## config.mk

```make
export PLATFORM = sky130hd
export DESIGN_NAME = prl_ram
export DESIGN_NICKNAME = d
export VERILOG_FILES = /design/src/hw/rtl/prl_ram.sv
export SDC_FILE = /design/constraint.sdc
export NUM_CORES = 1
export LEC_CHECK = 0
export BUFFER_PORTS_ARGS = -buffer_cell sky130_fd_sc_hd__buf_2
export CELL_PAD_IN_SITES_DETAIL_PLACEMENT = 1
export CELL_PAD_IN_SITES_GLOBAL_PLACEMENT = 2
export CORE_MARGIN = 2
export CORE_UTILIZATION = 43
export DETAILED_ROUTE_END_ITERATION = 8
export GPL_ROUTABILITY_DRIVEN = 0
export PLACE_DENSITY_LB_ADDON = 0.1
export SLEW_MARGIN = 20
export SYNTH_ARGS = -nofsm -noshare
export SYNTH_HDL_FRONTEND = slang
export SYNTH_SLANG_ARGS = --single-unit
```

## constraint.sdc

```tcl
create_clock -name clk -period 1.9 [get_ports clk]
set_input_delay 0.475 -clock clk [delete_from_list [all_inputs] [get_ports clk]]
set_output_delay 0.475 -clock clk [all_outputs]
set_load 0.005 [all_outputs]
```

## src/hw/rtl/prl_ram.sv

```systemverilog
module prl_ram #(
  parameter int WIDTH = 8,
  parameter int DEPTH = 16
) (
  input  logic                     clk,
  input  logic                     we,
  input  logic [$clog2(DEPTH)-1:0] waddr,
  input  logic [WIDTH-1:0]         wdata,
  input  logic [$clog2(DEPTH)-1:0] raddr,
  output logic [WIDTH-1:0]         rdata
);

  logic [WIDTH-1:0] mem [DEPTH];

  always_ff @(posedge clk) begin
    if (we) begin
      mem[waddr] <= wdata;
    end
    rdata <= mem[raddr];
  end

endmodule

```

==> impl_metrics.py <==
metrics = {
    "layout": {
        "postLayoutCoreUtil_pct": 54.1,
        "most-common-layout-cells": "sky130_fd_sc_hd__edfxtp_1 (128), sky130_fd_sc_hd__buf_2 (25), sky130_fd_sc_hd__buf_4 (22)",
        "layout-area-overhead-vs-synth_pct": 21.4,
        "layout.nets": 307,
        "antenna-diode-count": 0,
        "layout_commonest_cell": "sky130_fd_sc_hd__edfxtp_1",
        "num-fill-cells": 989,
        "final_layout_size_suffix_gt1_share_pct": 33.1,
    },
    "worst_setup_path": {
        "worstSetupStartpoint": "raddr[0]",
        "critical_path_launch_point_type": "input port",
        "arrival_ps": 1830,
        "ff2ff_setup_slack_ps": 500,
        "timing.reg2reg.worst_path_depth": 3,
        "crit_path_end_kind": "flip-flop",
        "data_required_time_at_the_worst_endpoint_ps": 2200,
        "worst_reg2reg_startpoint": "mem[3][6]$_DFFE_PP_",
        "worstPathMaxFanout": 11,
        "worstReg2RegEnd": "rdata[6]$_DFF_P_",
        "critPathKind": "in2reg",
    },
    "synth": {
        "synth_seq_area_share_pct": 77.8,
        "synth-warning-count": 0,
        "ys_ff_latch": 136,
        "synthDistinctLibCells": 19,
        "postSynthCellCount": 229,
        "syn-cell-area_um2": 5150,
        "synth_fp_nets": 247,
        "syn_avg_cell_area_um2": 22.5,
    },
    "sta": {
        "slew_headroom_pct": 48.5,
        "report.final.setup_viol": 0,
        "grt_setup_unrepaired": "no",
        "period_share_pct": 80.5,
        "final.hold.worst_slack_ps": 453,
        "skew_ps": 6.23,
        "timing.final.crit_period_ps": 1530,
        "finalHoldViolations": 0,
        "clock.fmax_mhz": 653,
        "timing.final.max_slew_violations": 0,
        "worst_slew_pin_tran_ps": 771,
    },
    "min_path": {
        "min_delay_src": "wdata[6]",
        "kind_of_path_behind_the_tightest_hold_check": "in2reg",
        "worstHoldPathCells": 1,
        "worst_hold_path.endpoint": "mem[5][6]$_DFFE_PP_",
    },
    "detailed_routing": {
        "wirelength_um": 10400,
        "drcViolationCount": 0,
        "detailedRoute.firstIterationViolations": 130,
        "route.detailed.vias_per_inst": 5.43,
        "drt_pre_antenna_iters": 4,
        "antenna_left": 0,
        "routed_wire_length_per_instance_um": 23.4,
        "via_count": 2418,
    },
    "floorplan": {
        "rows": 39,
        "initial_util_pct": 44.5,
        "core-area_um2": 11600,
        "num_io_pins": 26,
        "floorplan.die_area_um2": 12900,
        "die_w_um": 113,
        "die_height_um": 113,
    },
    "clock_network": {
        "cts_hold_buffers": 0,
        "worst_skew_pair_latency_ps": 410,
        "cts_inserted_buffers": 17,
        "max-clock-path-buffers": 2,
        "cts.clk_slew.worst_paths_ps": 60,
        "post_cts_resize_count": 0,
        "htree_levels": 4,
        "cts_root_buffer": "sky130_fd_sc_hd__clkbuf_16",
        "postCtsSetupBuffers": 0,
        "clock_sink_count": 136,
        "cts_tree": "yes",
    },
    "pwr": {
        "pwr_density_cell_nw_per_um2": 1150,
        "ir_drop_mv": 0.687,
        "power.total_mw": 7.19,
        "total_leakage_power_nw": 2.15,
    },
    "global_route": {
        "global_route.usage.total_pct": 18.1,
        "grt_antenna_before_repair": 0,
        "grt_pass1_vias": 2669,
        "globalRoute.totalOverflow": 0,
        "grt_pass1_wl_um": 16200,
        "largest_net_degree_at_the_start_of_global_routing": 24,
    },
    "job": {
        "cap_viol_max_count": 0,
    },
    "place": {
        "dpl.hpwl_um": 6990,
        "port_buffers": 25,
    },
    "status": {
        "run_status": "complete, no violations",
    },
}
-- Yosys cell counts --
cell / number / share of area, %
sky130_fd_sc_hd__buf_6: 3 / 0.66
sky130_fd_sc_hd__mux4_2: 18 / 7.9
sky130_fd_sc_hd__nand3_1: 1 / 0.097
sky130_fd_sc_hd__dfxtp_1: 8 / 3.1
sky130_fd_sc_hd__or3b_2: 1 / 0.17
sky130_fd_sc_hd__clkdlybuf4s25_2: 3 / 0.58
sky130_fd_sc_hd__and2_1: 1 / 0.12
sky130_fd_sc_hd__buf_4: 1 / 0.15
sky130_fd_sc_hd__nand2_1: 9 / 0.66
sky130_fd_sc_hd__buf_2: 3 / 0.29
sky130_fd_sc_hd__edfxtp_1: 128 / 75
sky130_fd_sc_hd__nor2_1: 13 / 0.95
sky130_fd_sc_hd__nand2b_1: 2 / 0.24
sky130_fd_sc_hd__nand3b_1: 2 / 0.29
sky130_fd_sc_hd__mux4_1: 14 / 7.1
sky130_fd_sc_hd__nor2b_1: 1 / 0.12
sky130_fd_sc_hd__nor3_1: 4 / 0.39
sky130_fd_sc_hd__and2b_1: 1 / 0.15
sky130_fd_sc_hd__a22oi_1: 16 / 2.3
-- metrics by stage --
step           setup slack (ps)  area (um2)  TNS [ps]  std cells
5_1_grt                     257        6250         0        445
6_report                    370        6250         0        445
3_5_place_dp               -120        5620      -241        413
2_1_floorplan               159        5150         0        229
4_1_cts                     322        6250         0        445
3_3_place_gp               -105        5620      -168        413
-- cell type report --
class	instances	area [um2]	share of cell area [%]
multi-input cells	83	1060	17.0
clock inverters	13	203	3.24
flip-flops and latches	136	4000	64.1
well taps	143	179	2.86
clock buffers	19	433	6.93
repair buffers	51	370	5.92
-- metal layers --
layer,vias to the layer above,GRT usage (%),share of wire (%)
li1,1096,-,-
met4,0,7.97,1.5
met3,15,3.67,3.2
met1,1258,24.0,45
met5,-,0,0
met2,49,29.3,50
-- how the worst max path moves through the flow --
| stage | end | slack (ps) |
|---|---|---|
| detailed placement | rdata[1]$_DFF_P_ | -120 |
| global placement | rdata[1]$_DFF_P_ | -110 |
| CTS | rdata[1]$_DFF_P_ | 320 |
| finish | rdata[1]$_DFF_P_ | 370 |
| floorplan | mem[3][0]$_DFFE_PP_ | 160 |
| global route | rdata[0]$_DFF_P_ | 260 |
-- worst max-delay path, stage by stage --
cell	delay (ps)
sky130_fd_sc_hd__buf_2	170
sky130_fd_sc_hd__buf_12	170
sky130_fd_sc_hd__buf_4	130
sky130_fd_sc_hd__mux4_1	540
sky130_fd_sc_hd__a22oi_1	260
sky130_fd_sc_hd__nand2_1	80
-- sequential cells by signal, summed over array words and instances (netlist names) --
name	cells
mem	128
rdata	8
-- where the power goes --
group	switching, mW	total [mW]	leakage (nW)	internal [mW]
combinational	0.177	0.325	0.625	0.148
sequential	0.0198	3.38	1.22	3.36
clock	1.17	3.49	0.297	2.32
total	1.37	7.19	2.15	5.82
-- logic make-up (layout without fill, tap and decap cells) --
| kind of cell | Yosys count | count (layout) | share of synthesized area (%) |
|---|---|---|---|
| compound gates | 16 | 16 | 2.33 |
| buf+inv | 10 | 83 | 1.68 |
| simple gates | 35 | 35 | 3.18 |
| flops | 136 | 136 | 77.8 |
| mux | 32 | 32 | 15.0 |
Note: power is estimated with default switching activity, not from simulation.
