[src/hw/rtl/prl_pkg.sv]
package prl_pkg;

  localparam int STAMP_W = 32;

  // Configuration register indexes
  localparam logic CFG_GLOBAL_MODE = 1'b0;
  localparam logic CFG_FRAME_LIMIT = 1'b1;

  typedef struct packed {
    logic [7:0]  proc_id;
    logic [15:0] page_num;
  } req_t;

  typedef struct packed {
    logic        hit;
    logic [9:0]  frame_num;
    logic [15:0] fault_count;
    logic        evicted_valid;
    logic [7:0]  evicted_proc;
    logic [15:0] evicted_page;
    logic        table_full;
  } rsp_t;

  typedef struct packed {
    logic [7:0]         owner;
    logic [15:0]        page;
    logic [STAMP_W-1:0] stamp;
  } entry_t;

  localparam int ENTRY_W = $bits(entry_t);

  // sequencer -> scan unit
  typedef struct packed {
    logic clr;
    logic vld;
    logic gmode;
  } scan_ctrl_t;

  // scan unit -> sequencer
  typedef struct packed {
    logic        found;
    logic        vic;
    logic [7:0]  vic_owner;
    logic [15:0] vic_page;
  } scan_stat_t;

endpackage

[src/hw/rtl/prl_scan.sv]
// Shared match / age compare unit; one entry per cycle, data in the cycle after its address.
module prl_scan #(
  parameter int IDX_W = 10
) (
  input  logic                             clk,
  input  prl_pkg::scan_ctrl_t              ctrl,
  input  logic [IDX_W-1:0]                 idx,
  input  logic [7:0]                       pid,
  input  logic [15:0]                      page,
  input  logic [prl_pkg::STAMP_W-1:0]      stamp_now,
  input  prl_pkg::entry_t                  rdata,
  output prl_pkg::scan_stat_t              stat,
  output logic [IDX_W-1:0]                 found_idx,
  output logic [IDX_W-1:0]                 vic_idx
);
  import prl_pkg::*;

  logic               vld_r;
  logic [IDX_W-1:0]   idx_r;
  logic               found_r, vic_r;
  logic [IDX_W-1:0]   fidx_r, vidx_r;
  logic [7:0]         vown_r;
  logic [15:0]        vpage_r;
  logic [STAMP_W-1:0] best_r;
  logic [STAMP_W-1:0] age;
  logic               own;

  assign age = stamp_now - rdata.stamp;
  assign own = (rdata.owner == pid);

  always_ff @(posedge clk) begin
    vld_r <= ctrl.vld & ~ctrl.clr;
    idx_r <= idx;
    if (ctrl.clr) begin
      found_r <= 1'b0;
      vic_r   <= 1'b0;
    end else if (vld_r) begin
      if (own && rdata.page == page && !found_r) begin
        found_r <= 1'b1;
        fidx_r  <= idx_r;
      end
      if ((ctrl.gmode || own) && (!vic_r || age > best_r)) begin
        vic_r   <= 1'b1;
        vidx_r  <= idx_r;
        best_r  <= age;
        vown_r  <= rdata.owner;
        vpage_r <= rdata.page;
      end
    end
  end

  assign stat.found     = found_r;
  assign stat.vic       = vic_r;
  assign stat.vic_owner = vown_r;
  assign stat.vic_page  = vpage_r;
  assign found_idx      = fidx_r;
  assign vic_idx        = vidx_r;

endmodule

[config.mk]
export PLATFORM = sky130hd
export DESIGN_NAME = prl_scan
export DESIGN_NICKNAME = d
export VERILOG_FILES = /design/src/hw/rtl/prl_pkg.sv /design/src/hw/rtl/prl_scan.sv
export SDC_FILE = /design/constraint.sdc
export NUM_CORES = 1
export LEC_CHECK = 0
export ABC_AREA = 1
export BUFFER_PORTS_ARGS = -buffer_cell sky130_fd_sc_hd__buf_2
export CAP_MARGIN = 40
export CORE_MARGIN = 8
export CORE_UTILIZATION = 33
export CTS_CLUSTER_DIAMETER = 60
export DETAILED_ROUTE_END_ITERATION = 10
export GPL_TIMING_DRIVEN = 0
export SLEW_MARGIN = 25
export SYNTH_ARGS = -nofsm -noshare
export SYNTH_HDL_FRONTEND = slang
export SYNTH_SLANG_ARGS = --single-unit
[constraint.sdc]
create_clock -name clk -period 7.8 [get_ports clk]
set_input_delay 0.39 -clock clk [delete_from_list [all_inputs] [get_ports clk]]
set_output_delay 0.39 -clock clk [all_outputs]
set_load 0.05 [all_outputs]
==> qor.yml <==
synth:
  netlist_top_cells_count: "nand2_1, inv_1, edfxtp_1"
  ys_types: 35
  synth.most_common_cell: "nand2_1"
  synth-seq-cells: 89
  synth_edf_count: 76
  synth_area_um2: 5740
  ys_seq_area_frac: 0.443
  yosys_warnings: 0
  ys_top_cells_by_area: "edfxtp_1, ha_1, nand2_1"
  postSynthCellCount: 658
  synth.net_count: 848
  synth_top_area_cell: "edfxtp_1"
  avgSynthCellArea_um2: 8.72
  synthFlopType: "edfxtp_1"
  yosysTopAreaCellShare: 0.398
  synthArstFlopShare: 0
sta:
  skew_ns: 0.0125
  setup_viol_count_final: 0
  drv_slew: 0
  finalCritPeriodShare: 0.514
  rsz0062_at_grt: "false"
  worstMarginPinSlew_ns: 0.451
  fin_crit_ns: 4.01
  hold_ws_ns: 0.150
  fin_setup_tns_ns: 0
  finalHoldViolations: 0
  worst_slack_ns: 3.79
  worst_slew_margin_rel: 0.696
  fmax_ghz: 0.249
setup_path:
  r2r_end: "best_r[20]"
  critical_path.top_delay_family: "simple AND/OR/NAND/NOR gates"
  r2r_setup_slack_ns: 5.31
  r2r-start: "best_r[31]"
  critPathSlowestCell: "fa_1"
  worst-path-buf-inv: 5
  critPathRequiredTime_ns: 7.85
  end_kind: "register"
  crit_type: "in -> reg"
  crit_cells: 25
  max_stage_delay_ns: 0.50
  cp-start-kind: "primary input"
  cp.arrival_ns: 4.06
  r2r_cells: 12
  worst-path-max-fanout: 22
  path_common_cell: "nand2_1"
finish:
  antenna_cells: 0
  area_growth_pct: 26.8
  drive_above_1_share: 0.251
  nets: 1035
  fillers: 1763
  instances_no_fill: 1075
worst_hold_path:
  hold_start: "idx[8]"
  min_to: "idx_r[8]"
  whs_path_depth: 1
  hp-class: "in -> reg"
pwr:
  p_int_uw: 889
  power_mw: 1.29
  seqPwrFrac: 0.418
  ir_worst_vdd_v: 0.0000869
  p_switching_uw: 402
  power.combinational.fraction: 0.249
  cellPowerDensity_nw_per_um2: 177
  p_leak_nw: 3.55
  clkPwrFrac: 0.332
  switching_share: 0.311
clock_tree:
  postCtsResizedCells: 0
  cts_tree: "done"
  cts_hold_buf: 0
  path_clk_slew_ns: 0.07
  cts.sinks: 89
  htree_levels: 3
  cts_setup_buffers: 0
  clk_latency_ns: 0.34
  clock-root-buffer: "clkbuf_16"
  numCtsBuffers: 9
  cts_max_path_buffers: 2
routing:
  drtIter0Drc: 201
  ant_nets: 0
  vias_per_cell: 4.60
  wl_per_cell_um: 13.3
  dr_total_vias: 4946
  firstDrtPassIters: 4
  drcViolationCount: 0
  wirelength_mm: 14.3
placement:
  dpl.hpwl_mm: 12.2
  place_ws_ns: 3.37
  numPlacedInstances: 1059
  routabilityCongestion: 0.937
  numPortBuffers: 171
global_routing:
  gr-usage-all-layers: 0.131
  grt_max_degree: 23
  grt_pass1_vias: 4907
  grt_overflow: 0
  antenna_found_initial: 0
  grt_pass1_wl_mm: 23.3
die:
  start_util: 0.334
  coreArea_um2: 17200
  rows: 48
  die_area_um2: 21900
  io_pins: 172
  die_h_um: 148
  fp.dieW_um: 148
outcome:
  status: "completed"
job:
  max-cap-violations: 0
power groups by stage:
stage	Sequential [mW]	Clock [mW]	Combinational (mW)
final	0.540	0.429	0.322
after global routing	0.541	0.464	0.370
after CTS	0.540	0.445	0.324
after detailed placement	0.551	0	0.322
after global placement	0.552	0	0.316
after floorplan	0.562	0	0.211
metrics by stage:
step           area (µm²)   util
5_1_grt              7280  0.424
3_5_place_dp         6980  0.406
4_1_cts              7280  0.424
2_1_floorplan        5740      -
3_3_place_gp         6880  0.400
6_report             7280  0.424
sequential cells by signal, summed over array words and instances (netlist names):
| signal | cells |
|---|---|
| best_r | 32 |
| found_idx | 10 |
| found_r | 1 |
| idx_r | 10 |
| vic_idx | 10 |
| vic_r | 1 |
| vld_r | 1 |
| vown_r | 8 |
| vpage_r | 16 |
cell families after synthesis:
| logic type | count (synthesis) | share of synthesized area |
|---|---|---|
| AOI/OAI and AO/OA | 107 | 0.101 |
| xor gates and xnor gates | 34 | 0.0519 |
| and+or+nand+nor | 254 | 0.190 |
| buffers and inverters | 110 | 0.0732 |
| adders and majority gates | 64 | 0.141 |
| DFF | 89 | 0.443 |
cell usage in the layout (no fill, tap or decap), drive strengths merged:
master / n
nor2: 52
fa: 1
and2: 1
buf: 178
nand3: 27
o311ai: 2
a22o: 2
o21a: 4
clkinv: 3
nand3b: 1
clkbuf: 9
a21o: 3
xor2: 29
edfxtp: 76
nor4: 3
o21ai: 28
nand4: 11
o22ai: 1
a21oi: 63
nand2: 144
nor3: 10
inv: 112
o211ai: 1
or2: 5
dfxtp: 13
ha: 63
a211oi: 1
xnor2: 5
a31oi: 2
worst max path at each step:
stage / from / end / slack (ns)
final: stamp_now[0] / best_r[20] / 3.79
after global routing: stamp_now[0] / best_r[13] / 3.46
after CTS: stamp_now[0] / best_r[13] / 3.72
after detailed placement: stamp_now[0] / best_r[31] / 3.37
after global placement: stamp_now[0] / best_r[31] / -0.90
after floorplan: stamp_now[0] / best_r[0] / 1.53
worst register-to-register path: stages, from the launching register on:
cell and delay [ns]:
edfxtp_1 0.32, inv_1 0.04, ha_1 0.29, nand2_1 0.07
nor2_1 0.14, nand2_1 0.10, nor2_1 0.18, nand2_1 0.07
nand2_1 0.05, nand2_1 0.10, a21oi_4 0.41, buf_8 0.22
buf_16 0.18
layout make-up:
| class | instances | area, µm² | share of cell area |
|---|---|---|---|
| clock buffers | 9 | 225 | 0.0309 |
| well taps | 225 | 282 | 0.0387 |
| plain buffers | 2 | 15.0 | 0.00206 |
| repair buffers | 176 | 948 | 0.130 |
| multi-input cells | 459 | 2790 | 0.383 |
| flip-flops and latches | 89 | 2540 | 0.349 |
| inverters | 108 | 405 | 0.0557 |
| clock inverters | 7 | 73.8 | 0.0101 |
layer usage:
metal,global-route usage,vias to the layer above,routed length (µm)
met2,0.215,175,6410
met1,0.163,2161,6560
met4,0.0510,0,306
met5,0,-,0
met3,0.0306,19,1060
li1,-,2591,-
Power figures use the tool's default switching activity.
